--- src/rtl/core/rmfc_pkg.sv ---
// types and constants shared by the range median filter calibrator
package rmfc_pkg;

   // reading status code that marks a phase failure
   localparam logic [3:0]  STATUS_PHASE_FAIL  = 4'd4;
   // readings collected by one calibration
   localparam logic [3:0]  CAL_SAMPLES        = 4'd10;
   // readings that prime the filter ring after calibration
   localparam logic [3:0]  PRIME_SAMPLES      = 4'd3;
   // max_distance after reset
   localparam logic [15:0] MAX_DISTANCE_RESET = 16'd800;
   // last slot of the three-entry ring
   localparam logic [1:0]  RING_LAST          = 2'd2;
   // slot index that is never reached, treated as slot zero
   localparam logic [1:0]  RING_BAD           = 2'd3;

   typedef enum logic {
      OP_READING   = 1'b0,
      OP_CALIBRATE = 1'b1
   } op_type;

   typedef enum logic [1:0] {
      PHASE_IDLE    = 2'd0,
      PHASE_COLLECT = 2'd1,
      PHASE_PRIME   = 2'd2
   } phase_type;

   // input transaction
   typedef struct packed {
      logic        kind;
      logic [15:0] range_mm;
      logic [3:0]  range_status;
   } req_type;

   // result transaction
   typedef struct packed {
      logic [15:0] distance_mm;
      logic        distance_valid;
      logic        calibrating;
      logic [18:0] baseline_eighths;
      logic        baseline_valid;
   } rsp_type;

   // classified command passed from front to back
   typedef struct packed {
      op_type      op;
      logic        valid;
      logic [15:0] range_mm;
   } cmd_type;

   // head of the command queue as the back end sees it
   typedef struct packed {
      logic    empty;
      cmd_type cmd;
   } cmd_head_type;

endpackage

--- src/rtl/core/range_median_filter_calibrator.sv ---
// top level of the range median filter calibrator
//
// Input channel: req_push / req_full; a transaction carries a reading
// (kind 0, range_mm, range_status) or a calibrate command (kind 1). It is
// taken at a clock edge with req_push high and req_full low.
// Result channel: rsp_empty / rsp_pop; every input transaction yields one
// result, presented while rsp_empty is low and taken when rsp_pop is high.
// Configuration: csr_write_en / csr_write_data write max_distance at once;
// write it only while no transaction is in flight.
// Path: a transaction is registered in the command queue and then in the
// result queue before its result shows on rsp_data and can be popped.
// Throughput: one transaction per cycle while the result queue is not full,
// set by the combinational compare network and running sums in the back end.
// Reset: both queues are emptied, max_distance returns to 800 mm, the
// ring is marked unfilled and no baseline is held.
// Stall: when the receiver stops popping, the result queue fills after
// QUEUE_DEPTH results, then the command queue fills and req_full rises.
module range_median_filter_calibrator #(
   parameter int QUEUE_DEPTH = 2
) (
   input  logic              clock,
   input  logic              reset,
   input  logic              csr_write_en,
   input  logic [15:0]       csr_write_data,
   input  logic              req_push,
   input  rmfc_pkg::req_type req_data,
   output logic              req_full,
   input  logic              rsp_pop,
   output rmfc_pkg::rsp_type rsp_data,
   output logic              rsp_empty
);
   import rmfc_pkg::*;

   cmd_head_type cmd_head;
   logic         cmd_pop;

   // front end: classification and command queue
   rmfc_front #(
      .QUEUE_DEPTH (QUEUE_DEPTH)
   ) u_front (
      .clock          (clock),
      .reset          (reset),
      .csr_write_en   (csr_write_en),
      .csr_write_data (csr_write_data),
      .req_push       (req_push),
      .req_data       (req_data),
      .req_full       (req_full),
      .cmd_pop        (cmd_pop),
      .cmd_head       (cmd_head)
   );

   // back end: filtering, calibration and result queue
   rmfc_back #(
      .QUEUE_DEPTH (QUEUE_DEPTH)
   ) u_back (
      .clock     (clock),
      .reset     (reset),
      .cmd_head  (cmd_head),
      .cmd_pop   (cmd_pop),
      .rsp_pop   (rsp_pop),
      .rsp_data  (rsp_data),
      .rsp_empty (rsp_empty)
   );

endmodule

--- src/rtl/core/rmfc_fifo.sv ---
// small first-word-fall-through queue built from registers
module rmfc_fifo #(
   parameter int DEPTH = 2,
   parameter int WIDTH = 8
) (
   input  logic             clock,
   input  logic             reset,
   input  logic             push,
   input  logic [WIDTH-1:0] push_data,
   output logic             full,
   input  logic             pop,
   output logic [WIDTH-1:0] pop_data,
   output logic             empty
);

   localparam int PTR_W = (DEPTH > 1) ? $clog2(DEPTH) : 1;
   localparam int CNT_W = $clog2(DEPTH + 1);

   logic [WIDTH-1:0] store_ff [DEPTH];
   logic [PTR_W-1:0] wr_ptr_ff, wr_ptr_in;
   logic [PTR_W-1:0] rd_ptr_ff, rd_ptr_in;
   logic [CNT_W-1:0] count_ff, count_in;
   logic             do_push;
   logic             do_pop;

   // status and transfer qualifiers
   assign full     = (count_ff == CNT_W'(DEPTH));
   assign empty    = (count_ff == '0);
   assign do_push  = push && !full;
   assign do_pop   = pop && !empty;
   assign pop_data = store_ff[rd_ptr_ff];

   // pointer and fill count updates
   always_comb begin
      wr_ptr_in = wr_ptr_ff;
      rd_ptr_in = rd_ptr_ff;
      if (do_push) begin
         wr_ptr_in = (wr_ptr_ff == PTR_W'(DEPTH - 1)) ? '0 : wr_ptr_ff + 1'b1;
      end
      if (do_pop) begin
         rd_ptr_in = (rd_ptr_ff == PTR_W'(DEPTH - 1)) ? '0 : rd_ptr_ff + 1'b1;
      end
      unique case ({do_push, do_pop})
         2'b10:   count_in = count_ff + 1'b1;
         2'b01:   count_in = count_ff - 1'b1;
         default: count_in = count_ff;
      endcase
   end

   // control registers
   always_ff @(posedge clock) begin
      if (reset) begin
         wr_ptr_ff <= '0;
         rd_ptr_ff <= '0;
         count_ff  <= '0;
      end else begin
         wr_ptr_ff <= wr_ptr_in;
         rd_ptr_ff <= rd_ptr_in;
         count_ff  <= count_in;
      end
   end

   // entry storage
   always_ff @(posedge clock) begin
      if (do_push) begin
         store_ff[wr_ptr_ff] <= push_data;
      end
   end

endmodule

--- src/rtl/core/rmfc_front.sv ---
// front end: holds max_distance, classifies readings and queues commands
module rmfc_front #(
   parameter int QUEUE_DEPTH = 2
) (
   input  logic                  clock,
   input  logic                  reset,
   input  logic                  csr_write_en,
   input  logic [15:0]           csr_write_data,
   input  logic                  req_push,
   input  rmfc_pkg::req_type     req_data,
   output logic                  req_full,
   input  logic                  cmd_pop,
   output rmfc_pkg::cmd_head_type cmd_head
);
   import rmfc_pkg::*;

   logic [15:0] max_dist_ff, max_dist_in;
   cmd_type     cmd_in;
   cmd_type     cmd_out;
   logic        cmd_empty;

   // configuration register
   assign max_dist_in = csr_write_en ? csr_write_data : max_dist_ff;

   always_ff @(posedge clock) begin
      if (reset) begin
         max_dist_ff <= MAX_DISTANCE_RESET;
      end else begin
         max_dist_ff <= max_dist_in;
      end
   end

   // classify the incoming transaction
   always_comb begin
      cmd_in.op       = req_data.kind ? OP_CALIBRATE : OP_READING;
      cmd_in.valid    = (req_data.range_status != STATUS_PHASE_FAIL)
                        && (req_data.range_mm != '0)
                        && (req_data.range_mm <= max_dist_ff);
      cmd_in.range_mm = req_data.range_mm;
   end

   // command queue towards the back end
   rmfc_fifo #(
      .DEPTH (QUEUE_DEPTH),
      .WIDTH ($bits(cmd_type))
   ) u_cmd_queue (
      .clock     (clock),
      .reset     (reset),
      .push      (req_push),
      .push_data (cmd_in),
      .full      (req_full),
      .pop       (cmd_pop),
      .pop_data  (cmd_out),
      .empty     (cmd_empty)
   );

   assign cmd_head.empty = cmd_empty;
   assign cmd_head.cmd   = cmd_out;

endmodule

--- src/rtl/core/rmfc_back.sv ---
// back end: calibration sequencer, median ring and result queue
module rmfc_back #(
   parameter int QUEUE_DEPTH = 2
) (
   input  logic                   clock,
   input  logic                   reset,
   input  rmfc_pkg::cmd_head_type cmd_head,
   output logic                   cmd_pop,
   input  logic                   rsp_pop,
   output rmfc_pkg::rsp_type      rsp_data,
   output logic                   rsp_empty
);
   import rmfc_pkg::*;

   phase_type   phase_ff, phase_in;
   logic [3:0]  cal_count_ff, cal_count_in;
   logic [15:0] cal_min_ff, cal_min_in;
   logic [15:0] cal_max_ff, cal_max_in;
   logic [19:0] cal_sum_ff, cal_sum_in;
   logic [18:0] baseline_ff, baseline_in;
   logic        baseline_set_ff, baseline_set_in;
   logic [15:0] ring_ff [3];
   logic [1:0]  ring_idx_ff, ring_idx_in;
   logic        ring_ready_ff, ring_ready_in;

   cmd_type     cmd;
   rsp_type     rsp;
   logic        rsp_full;
   logic        go;
   logic        is_cal;
   logic        rd;
   logic        in_collect;
   logic        in_prime;
   logic        in_idle;
   logic        first;
   logic [15:0] base_min, base_max, coll_min, coll_max;
   logic [19:0] coll_sum;
   logic [19:0] coll_base;
   logic [3:0]  next_count;
   logic        collect_done;
   logic        prime_done;
   logic        do_push;
   logic [1:0]  slot;
   logic        wrap;
   logic        ready_next;
   logic [15:0] r0, r1, r2;
   logic [15:0] lo01, hi01, mid_hi, median;

   // transfer control
   assign cmd        = cmd_head.cmd;
   assign go         = !cmd_head.empty && !rsp_full;
   assign cmd_pop    = go;
   assign is_cal     = (cmd.op == OP_CALIBRATE);
   assign rd         = (cmd.op == OP_READING) && cmd.valid;
   assign in_collect = (phase_ff == PHASE_COLLECT);
   assign in_prime   = (phase_ff == PHASE_PRIME);
   assign in_idle    = !in_collect && !in_prime;

   // collection running min, max and sum
   assign first        = (cal_count_ff == '0);
   assign base_min     = first ? cmd.range_mm : cal_min_ff;
   assign base_max     = first ? cmd.range_mm : cal_max_ff;
   assign coll_min     = (cmd.range_mm < base_min) ? cmd.range_mm : base_min;
   assign coll_max     = (cmd.range_mm > base_max) ? cmd.range_mm : base_max;
   assign coll_sum     = (first ? 20'd0 : cal_sum_ff) + {4'd0, cmd.range_mm};
   assign coll_base    = coll_sum - {4'd0, coll_min} - {4'd0, coll_max};
   assign next_count   = cal_count_ff + 4'd1;
   assign collect_done = (next_count >= CAL_SAMPLES);
   assign prime_done   = (next_count >= PRIME_SAMPLES);

   // ring write slot and wrap
   assign do_push    = rd && !in_collect;
   assign slot       = (ring_idx_ff == RING_BAD) ? 2'd0 : ring_idx_ff;
   assign wrap       = (slot == RING_LAST);
   assign ready_next = ring_ready_ff || (do_push && wrap)
                       || (in_prime && rd && prime_done);

   // three-input median over the ring after this write
   assign r0     = (do_push && slot == 2'd0) ? cmd.range_mm : ring_ff[0];
   assign r1     = (do_push && slot == 2'd1) ? cmd.range_mm : ring_ff[1];
   assign r2     = (do_push && slot == RING_LAST) ? cmd.range_mm : ring_ff[2];
   assign lo01   = (r0 < r1) ? r0 : r1;
   assign hi01   = (r0 < r1) ? r1 : r0;
   assign mid_hi = (hi01 < r2) ? hi01 : r2;
   assign median = (lo01 > mid_hi) ? lo01 : mid_hi;

   // next calibration phase
   always_comb begin
      phase_in = phase_ff;
      if (go) begin
         priority if (is_cal) begin
            phase_in = PHASE_COLLECT;
         end else if (rd) begin
            unique case (phase_ff)
               PHASE_COLLECT: if (collect_done) phase_in = PHASE_PRIME;
               PHASE_PRIME:   if (prime_done) phase_in = PHASE_IDLE;
               default:       phase_in = PHASE_IDLE;
            endcase
         end
      end
   end

   // calibration datapath and ring updates
   always_comb begin
      cal_count_in    = cal_count_ff;
      cal_min_in      = cal_min_ff;
      cal_max_in      = cal_max_ff;
      cal_sum_in      = cal_sum_ff;
      baseline_in     = baseline_ff;
      baseline_set_in = baseline_set_ff;
      ring_idx_in     = ring_idx_ff;
      ring_ready_in   = ring_ready_ff;
      if (go) begin
         priority if (is_cal) begin
            cal_count_in = '0;
            cal_min_in   = '0;
            cal_max_in   = '0;
            cal_sum_in   = '0;
         end else if (rd && in_collect) begin
            cal_min_in   = coll_min;
            cal_max_in   = coll_max;
            cal_sum_in   = coll_sum;
            cal_count_in = collect_done ? 4'd0 : next_count;
            if (collect_done) begin
               baseline_in     = coll_base[18:0];
               baseline_set_in = 1'b1;
            end
         end else if (rd && in_prime) begin
            cal_count_in = prime_done ? 4'd0 : next_count;
         end
         if (do_push) begin
            ring_idx_in = wrap ? 2'd0 : slot + 2'd1;
         end
         ring_ready_in = ready_next;
      end
   end

   // result of this transaction
   always_comb begin
      rsp.distance_valid   = in_idle && rd;
      rsp.distance_mm      = (in_idle && rd) ? (ready_next ? median : cmd.range_mm) : '0;
      rsp.calibrating      = is_cal || !in_idle;
      rsp.baseline_eighths = baseline_in;
      rsp.baseline_valid   = baseline_set_in;
   end

   // control and calibration registers
   always_ff @(posedge clock) begin
      if (reset) begin
         phase_ff        <= PHASE_IDLE;
         cal_count_ff    <= '0;
         cal_min_ff      <= '0;
         cal_max_ff      <= '0;
         cal_sum_ff      <= '0;
         baseline_ff     <= '0;
         baseline_set_ff <= 1'b0;
         ring_idx_ff     <= '0;
         ring_ready_ff   <= 1'b0;
      end else begin
         phase_ff        <= phase_in;
         cal_count_ff    <= cal_count_in;
         cal_min_ff      <= cal_min_in;
         cal_max_ff      <= cal_max_in;
         cal_sum_ff      <= cal_sum_in;
         baseline_ff     <= baseline_in;
         baseline_set_ff <= baseline_set_in;
         ring_idx_ff     <= ring_idx_in;
         ring_ready_ff   <= ring_ready_in;
      end
   end

   // ring entries, read only once the ring has filled
   always_ff @(posedge clock) begin
      if (go && do_push) begin
         ring_ff[slot] <= cmd.range_mm;
      end
   end

   // result queue towards the receiver
   rmfc_fifo #(
      .DEPTH (QUEUE_DEPTH),
      .WIDTH ($bits(rsp_type))
   ) u_rsp_queue (
      .clock     (clock),
      .reset     (reset),
      .push      (go),
      .push_data (rsp),
      .full      (rsp_full),
      .pop       (rsp_pop),
      .pop_data  (rsp_data),
      .empty     (rsp_empty)
   );

endmodule

--- config.mk ---
export PLATFORM = sky130hd
export DESIGN_NAME = range_median_filter_calibrator
export DESIGN_NICKNAME = d
export VERILOG_FILES = /design/src/rtl/core/rmfc_pkg.sv /design/src/rtl/core/range_median_filter_calibrator.sv /design/src/rtl/core/rmfc_fifo.sv /design/src/rtl/core/rmfc_front.sv /design/src/rtl/core/rmfc_back.sv
export SDC_FILE = /design/constraint.sdc
export NUM_CORES = 1
export LEC_CHECK = 0
export BUFFER_PORTS_ARGS = -buffer_cell sky130_fd_sc_hd__buf_2
export CELL_PAD_IN_SITES_DETAIL_PLACEMENT = 1
export CELL_PAD_IN_SITES_GLOBAL_PLACEMENT = 2
export CORE_UTILIZATION = 40
export CTS_CLUSTER_SIZE = 20
export DETAILED_ROUTE_END_ITERATION = 10
export MAX_ROUTING_LAYER = met4
export PLACE_DENSITY = 0.88
export SLEW_MARGIN = 10
export SYNTH_ARGS = -nofsm -noshare
export SYNTH_HDL_FRONTEND = slang
export SYNTH_HIERARCHICAL = 1
export SYNTH_SLANG_ARGS = --single-unit
--- constraint.sdc ---
create_clock -name clock -period 17 [get_ports clock]
set_input_delay 0 -clock clock [delete_from_list [all_inputs] [get_ports clock]]
set_output_delay 0 -clock clock [all_outputs]
set_load 0.005 [all_outputs]
==> results of run 1 <==
[power by group]
group	total (mW)	switching [mW]	internal, mW
combinational	2.35	1.39	0.962
sequential	0.874	0.0524	0.821
clock	0.650	0.264	0.385
total	3.88	1.71	2.17
[state kept, by name, summed over array words and instances (netlist names), 2 cells and up, named ones only]
name / flops
u_back/u_rsp_queue/count_ff: 2
u_back/phase_ff: 2
u_back/cal_sum_ff: 19
u_back/u_rsp_queue/store_ff: 76
u_back/baseline_ff: 19
u_front/max_dist_ff: 16
u_back/cal_max_ff: 16
u_back/cal_min_ff: 16
u_front/u_cmd_queue/count_ff: 2
u_back/cal_count_ff: 4
u_back/ring_idx_ff: 2
u_front/u_cmd_queue/store_ff: 36
u_back/ring_ff: 48
[synth_stat cells, drive strengths merged, types with 3 or more instances]
master	instances	share of area, %
mux2	87	6.2
o31ai	5	0.27
nor4	6	0.24
fa	17	2.2
nor3	35	1.1
and3	10	0.40
nor2	121	2.9
a22o	5	0.28
nand3	15	0.48
ha	136	11
mux2i	82	5.2
o21a	18	0.86
a21o	24	1.1
nand2	81	1.9
edfxtp	160	30
a211oi	7	0.36
xnor2	28	1.6
nand3b	3	0.14
o311ai	3	0.17
a22oi	25	1.2
or3	6	0.24
nand4	15	0.63
o211ai	11	0.59
o221ai	3	0.17
o21bai	8	0.38
o21ai	81	2.6
inv	85	2.0
a31oi	4	0.16
clkbuf	36	0.86
nor2b	24	0.95
a221o	16	1.0
buf	28	0.98
a21oi	134	4.6
nand2b	6	0.27
dfxtp	106	13
a32oi	4	0.22
and2	21	0.83
xor2	12	0.67
[stage by stage]
stage	utilization (%)	instance area, um^2	power [mW]
6_report	47.21	18290	3.876
5_1_grt	47.21	18290	4.182
4_1_cts	47.19	18280	3.885
3_5_place_dp	43.17	16720	3.199
3_3_place_gp	43.17	16720	3.133
2_1_floorplan	-	15780	2.534
[layout make-up]
class                      instances  area, um^2
sequential                       266        6928
clock inverter                    15       135.1
timing repair buffer             157        1116
clock buffer                      41       864.6
fill                            4275       20450
tap                              518       648.1
inverter                          85       319.1
multi-input combinational       1081        8277
[layout by cell type (no fill, tap or decap), types with 6 or more instances in the layout]
cell / count
a21o_1: 24
nand2_1: 81
buf_4: 20
clkbuf_1: 6
o21ai_1: 17
nand4_1: 14
ha_1: 136
inv_1: 83
a221o_1: 16
nor4_1: 6
nor2_1: 119
a21oi_2: 14
or3_1: 6
nor3_1: 34
clkbuf_16: 32
clkinv_2: 7
and2_1: 21
o21bai_1: 8
and3_1: 9
mux2_1: 18
xor2_1: 12
mux2_2: 68
o21ai_0: 64
xnor2_1: 28
a22oi_1: 24
o21a_1: 18
a21oi_1: 120
o211ai_1: 9
nor2b_1: 24
buf_2: 81
fa_1: 17
edfxtp_1: 160
a211oi_1: 6
mux2i_1: 82
dfxtp_1: 105
nand3_1: 15
dlygate4sd3_1: 56
[final timing paths]
check                                                   startpoint                                      endpoint  cells after the start
worst min-delay path                                         reset           u_front/max_dist_ff[2]$_SDFFE_PP0P_                      3
worst max-delay path                                     flip-flop  u_back/u_rsp_queue/store_ff[1][36]$_DFFE_PP_                     31
worst min register to register  u_back/cal_sum_ff[13]$_SDFFE_PP0P_            u_back/cal_sum_ff[13]$_SDFFE_PP0P_                      2
worst max register to register                           flip-flop  u_back/u_rsp_queue/store_ff[1][36]$_DFFE_PP_                     31
[logic make-up (layout without fill, tap and decap cells)]
group           count (synthesis)  in the layout  synth area share, %
compound gates                362            362                14.76
simple gates                  357            357                10.89
flops                         266            266                43.89
mux                           169            169                11.43
fa+ha+maj                     153            153                12.94
buf+inv                       149            298                3.861
xor+xnor                       40             40                2.220
[worst reg2reg max path: cells and delay by family (launching register included)]
kind | cells | cell delay (ps)
and+or+nand+nor | 8 | 3320
AOI/OAI and AO/OA | 13 | 2870
muxes | 3 | 1330
buffers and inverters | 4 | 910
DFF | 1 | 830
adders and majority gates | 3 | 800
[layer usage]
layer	GRT usage, %	up-vias
li1	-	5754
met1	29.94	5958
met2	38.76	242
met3	2.451	65
met4	6.461	0
met5	-	-
[timing repair]
action                    in CTS  in global routing
hold buffers                  56                  0
gates resized for setup        0                  0
setup buffers                  0                  0
hold endpoints to repair      57                  0
==> run_results.csv, run 1 <==
group,metric,value,unit
critical_path,rrSetupSlack,6750,ps
synth,seq_area_frac_synth,43.89,%
clock_network,clkSinkCount,266,
synth,synth_edf_count,160,
critical_path,cp.buffers_inverters,4,
placed_design,hpwl,32000,um
synth,synth-seq-cells,266,
synth,ys_warn_count,6,
timing,hold_ws,162.4,ps
critical_path,cp.required,17390,ps
floorplan,die_height,200.6,um
timing,slew_viol_final,0,
global_route,gr-total-overflow,0,
min_path,hold_class,"in2reg",
floorplan,dieWidth,200.6,um
timing,worst_pin_slew,1144,ps
route,first_iter_violations,612,
clock_network,clkTransAtPathRegs,60,ps
floorplan,dieArea,40250,um^2
synth,syn_nets,1691,
route,wl,45470,um
timing,period_share,60.28,%
floorplan,num_rows,72,
critical_path,crit_family,"simple AND/OR/NAND/NOR gates",
route,wl_met3,1695,um
timing,setup_viol,0,
global_route,grt_pass1_vias,12730,
placed_design,pre_cts_ws,6950,ps
placed_design,io_buffers,81,
route,highest_layer,"met4",
cells_and_area,antennaDiodeCount,0,
critical_path,end_kind,"flip-flop",
critical_path,crit_slowest_cell,"nor2_4",
run,maxCapViolations,0,
timing,finClkSkew,10.68,ps
route,drc,0,
synth,synth_cells,1496,
route,drtAntennaViolNets,0,
clock_network,cts_root_buffer,"clkbuf_16",
placed_design,dp_cells,2051,
synth,ys_types,76,
global_route,antenna_found_initial,0,
route,via_per_inst,5.557,
timing,rsz0062_at_grt,"no",
route,dr_wl_met2,22020,um
floorplan,boundaryPins,82,
timing,fmax,97.58,MHz
global_route,grt_max_degree,71,
floorplan,coreArea,38740,um^2
global_route,gr-usage-all-layers,23.25,%
critical_path,critPathMaxFanout,34,
route,vias,12020,
critical_path,critical_path_class,"reg2reg",
route,routedWlPerCell,21.02,um
clock_network,h-tree-depth,1,
clock_network,clk_latency,570,ps
floorplan,initial_core_util,40.74,%
timing,min_period,10250,ps
cells_and_area,area_growth,15.89,%
placed_design,gp_congestion,0.8690,
cells_and_area,stdcell_count,2163,
critical_path,cpPeakStageDelay,940,ps
timing,finalHoldViolations,0,
route,met1Wirelength,20660,um
route,drtPass1Iterations,5,
synth,synth_ff_type,"edfxtp_1",
timing,relSlewSlack,23.55,%
run_status,status,"completed",
synth,syn_area,15780,um^2
critical_path,cp.arrival,10640,ps
pwr,peakVddDrop,0.1734,mV
clock_network,cts_max_path_buffers,3,
global_route,grt_pass1_wl,71450,um
clock_network,cts_tree,"done",
synth,ys_async_sr_fraction,0,%
critical_path,critPathLaunchType,"flip-flop",
timing,fin_ws,6752,ps
cells_and_area,nets,1816,
pwr,power.density,212.0,nW/um^2
pwr,leakage,7.300,nW
clock_network,cts_buffers,30,
cells_and_area,drive_above_1_share,15.32,%
synth,synth.avg_cell_area,10.55,um^2
timing,final.setup.tns,0,ps
Power figures use the tool's default switching activity.
==> run 2: changes to the inputs <==
Clock period 17 ns to 10.5 ns, I/O delays scaled along.
==> run_results.csv, run 2 (synthesis results as in run 1) <==
group,metric,value,unit
timing,slew_viol_final,0,
floorplan,initial_core_util,40.74,%
min_path,hold_class,"in2reg",
timing,worst_pin_slew,1176,ps
critical_path,cp.arrival,9930,ps
run,maxCapViolations,0,
timing,period_share,91.72,%
floorplan,dieArea,40250,um^2
global_route,grt_pass1_vias,13070,
critical_path,critPathMostFrequentCell,"buf_4",
global_route,grt_max_degree,63,
clock_network,cts_buffers,29,
clock_network,cts_tree,"done",
timing,rsz0062_at_grt,"no",
critical_path,cp.required,10800,ps
route,drc,0,
cells_and_area,final_common_cell,"edfxtp_1",
timing,min_period,9631,ps
critical_path,crit_family,"compound AO/OA/AOI/OAI gates",
cells_and_area,largest_reg_flops,76,
timing,finalHoldViolations,0,
route,routedWlPerCell,21.31,um
floorplan,die_height,200.6,um
cells_and_area,num-fill-cells,4301,
cells_and_area,largestRegisters,"u_back/u_rsp_queue/store_ff: 76 flops, u_back/ring_ff: 48 flops, u_front/u_cmd_queue/store_ff: 36 flops",
min_path,hold_start,"req_data[20]",
route,drtPass1Iterations,5,
clock_network,clkSinkCount,266,
timing,final.setup.tns,0,ps
cells_and_area,nets,1835,
route,wl,46480,um
pwr,peakVddDrop,0.2342,mV
floorplan,dieWidth,200.6,um
critical_path,reg2reg_depth,34,
critical_path,critPathLaunchType,"flip-flop",
cells_and_area,antennaDiodeCount,0,
critical_path,crit_slowest_cell,"nand4bb_1",
run_status,status,"completed",
critical_path,end_kind,"flip-flop",
route,first_iter_violations,676,
timing,relSlewSlack,21.34,%
timing,fmax,103.8,MHz
critical_path,cpPeakStageDelay,690,ps
route,via_per_inst,5.619,
critical_path,rrSetupSlack,870,ps
global_route,gr-usage-all-layers,23.84,%
min_path,holdPathStages,2,
cells_and_area,max_flop_register,"u_back/u_rsp_queue/store_ff",
timing,finClkSkew,14.12,ps
cells_and_area,area_growth,16.69,%
cells_and_area,final_cell_mix,"edfxtp_1, ha_1, a21oi_1",
critical_path,critical_path_class,"reg2reg",
pwr,p_total,6.270,mW
clock_network,clkTransAtPathRegs,60,ps
clock_network,h-tree-depth,1,
min_path,min_to,"u_front/u_cmd_queue/store_ff[1][17]$_DFFE_PP_",
floorplan,boundaryPins,82,
cells_and_area,drive_above_1_share,15.03,%
cells_and_area,ff_latch_area,6928,um^2
route,vias,12260,
placed_design,io_buffers,81,
placed_design,hpwl,32290,um
pwr,leakage,7.380,nW
clock_network,cts_root_buffer,"clkbuf_16",
clock_network,post_cts_buffers,0,
critical_path,worstSetupPathDepth,34,
global_route,gr-total-overflow,0,
critical_path,cp.buffers_inverters,4,
global_route,grt_pass1_wl,73040,um
route,drtAntennaViolNets,0,
clock_network,clk_latency,570,ps
floorplan,num_rows,72,
global_route,antenna_found_initial,0,
clock_network,cts_max_path_buffers,3,
pwr,power.density,340.5,nW/um^2
critical_path,r2r_end,"u_back/u_rsp_queue/store_ff[1][30]$_DFFE_PP_",
cells_and_area,multi_input_area,8279,um^2
floorplan,coreArea,38740,um^2
timing,setup_viol,0,
critical_path,critPathMaxFanout,23,
placed_design,gp_congestion,0.8993,
==> run 2: cell count changes in the layout (fill, tap and decap cells not counted), sizes merged <==
cell / change
clkinvlp: -1
clkinv: -4
buf: +4
inv: +2
bufinv: +1
dlygate4sd3: +16
==> run 2: worst reg2reg max path: cells and delay by family (launching register included) <==
family	cells	cell delay [ps]
AO/OA/AOI/OAI	15	3380
adder cells (fa/ha/maj)	3	870
buffers and inverters	4	1360
flip-flops	1	310
multiplexers	2	810
AND/OR/NAND/NOR	10	2620
==> run 2: worst max path at each step <==
stage                         start                                            to  slack (ps)
final                     flip-flop  u_back/u_rsp_queue/store_ff[1][30]$_DFFE_PP_         870
after global routing      flip-flop  u_back/u_rsp_queue/store_ff[1][34]$_DFFE_PP_          50
after CTS                 flip-flop  u_back/u_rsp_queue/store_ff[0][34]$_DFFE_PP_         770
after detailed placement  flip-flop  u_back/u_rsp_queue/store_ff[0][30]$_DFFE_PP_         790
after global placement    flip-flop  u_back/u_rsp_queue/store_ff[0][24]$_DFFE_PP_        1080
after floorplan           flip-flop  u_back/u_rsp_queue/store_ff[0][30]$_DFFE_PP_        2470
==> run 2: where the power goes <==
part / switching, mW / internal, mW / total (mW)
clock network: 0.426 / 0.592 / 1.02
logic: 2.29 / 1.56 / 3.85
registers: 0.0716 / 1.33 / 1.40
total: 2.78 / 3.49 / 6.27
==> run 2: area by class of cell <==
| cell class | count | area share, % |
|---|---|---|
| Tap cell | 518 | 3.520 |
| Sequential cell | 266 | 37.62 |
| Clock buffer | 41 | 4.240 |
| Timing Repair Buffer | 177 | 7.094 |
| Inverter | 85 | 1.733 |
| Multi-Input combinational cell | 1081 | 44.96 |
| Clock inverter | 13 | 0.8290 |
==> run 2: stage by stage <==
stage | hold WS (ps) | utilization [%] | cell area [um^2] | setup slack (ps) | cells
4_1_cts | 166.8 | 47.51 | 18410 | 773.3 | 2181
2_1_floorplan | 69.07 | - | 15780 | 2466 | 1496
3_3_place_gp | 192.6 | 43.24 | 16750 | 1085 | 2055
5_1_grt | 208.2 | 47.54 | 18410 | 46.58 | 2181
6_report | 193.9 | 47.54 | 18410 | 869.0 | 2181
3_5_place_dp | 203.6 | 43.24 | 16750 | 789.0 | 2055
==> run 2: timing repair <==
item	in CTS	in global routing
gates resized for setup	0	1
hold endpoints to repair	69	0
setup endpoints to repair	0	30
hold buffers	72	0
==> run 2: layer usage <==
layer	share of wire, %	up-vias	track usage, %
met5	0	-	-
met4	2.4	0	6.625
met3	4.0	77	2.744
met2	49	274	40.40
met1	45	6125	30.02
li1	-	5780	-
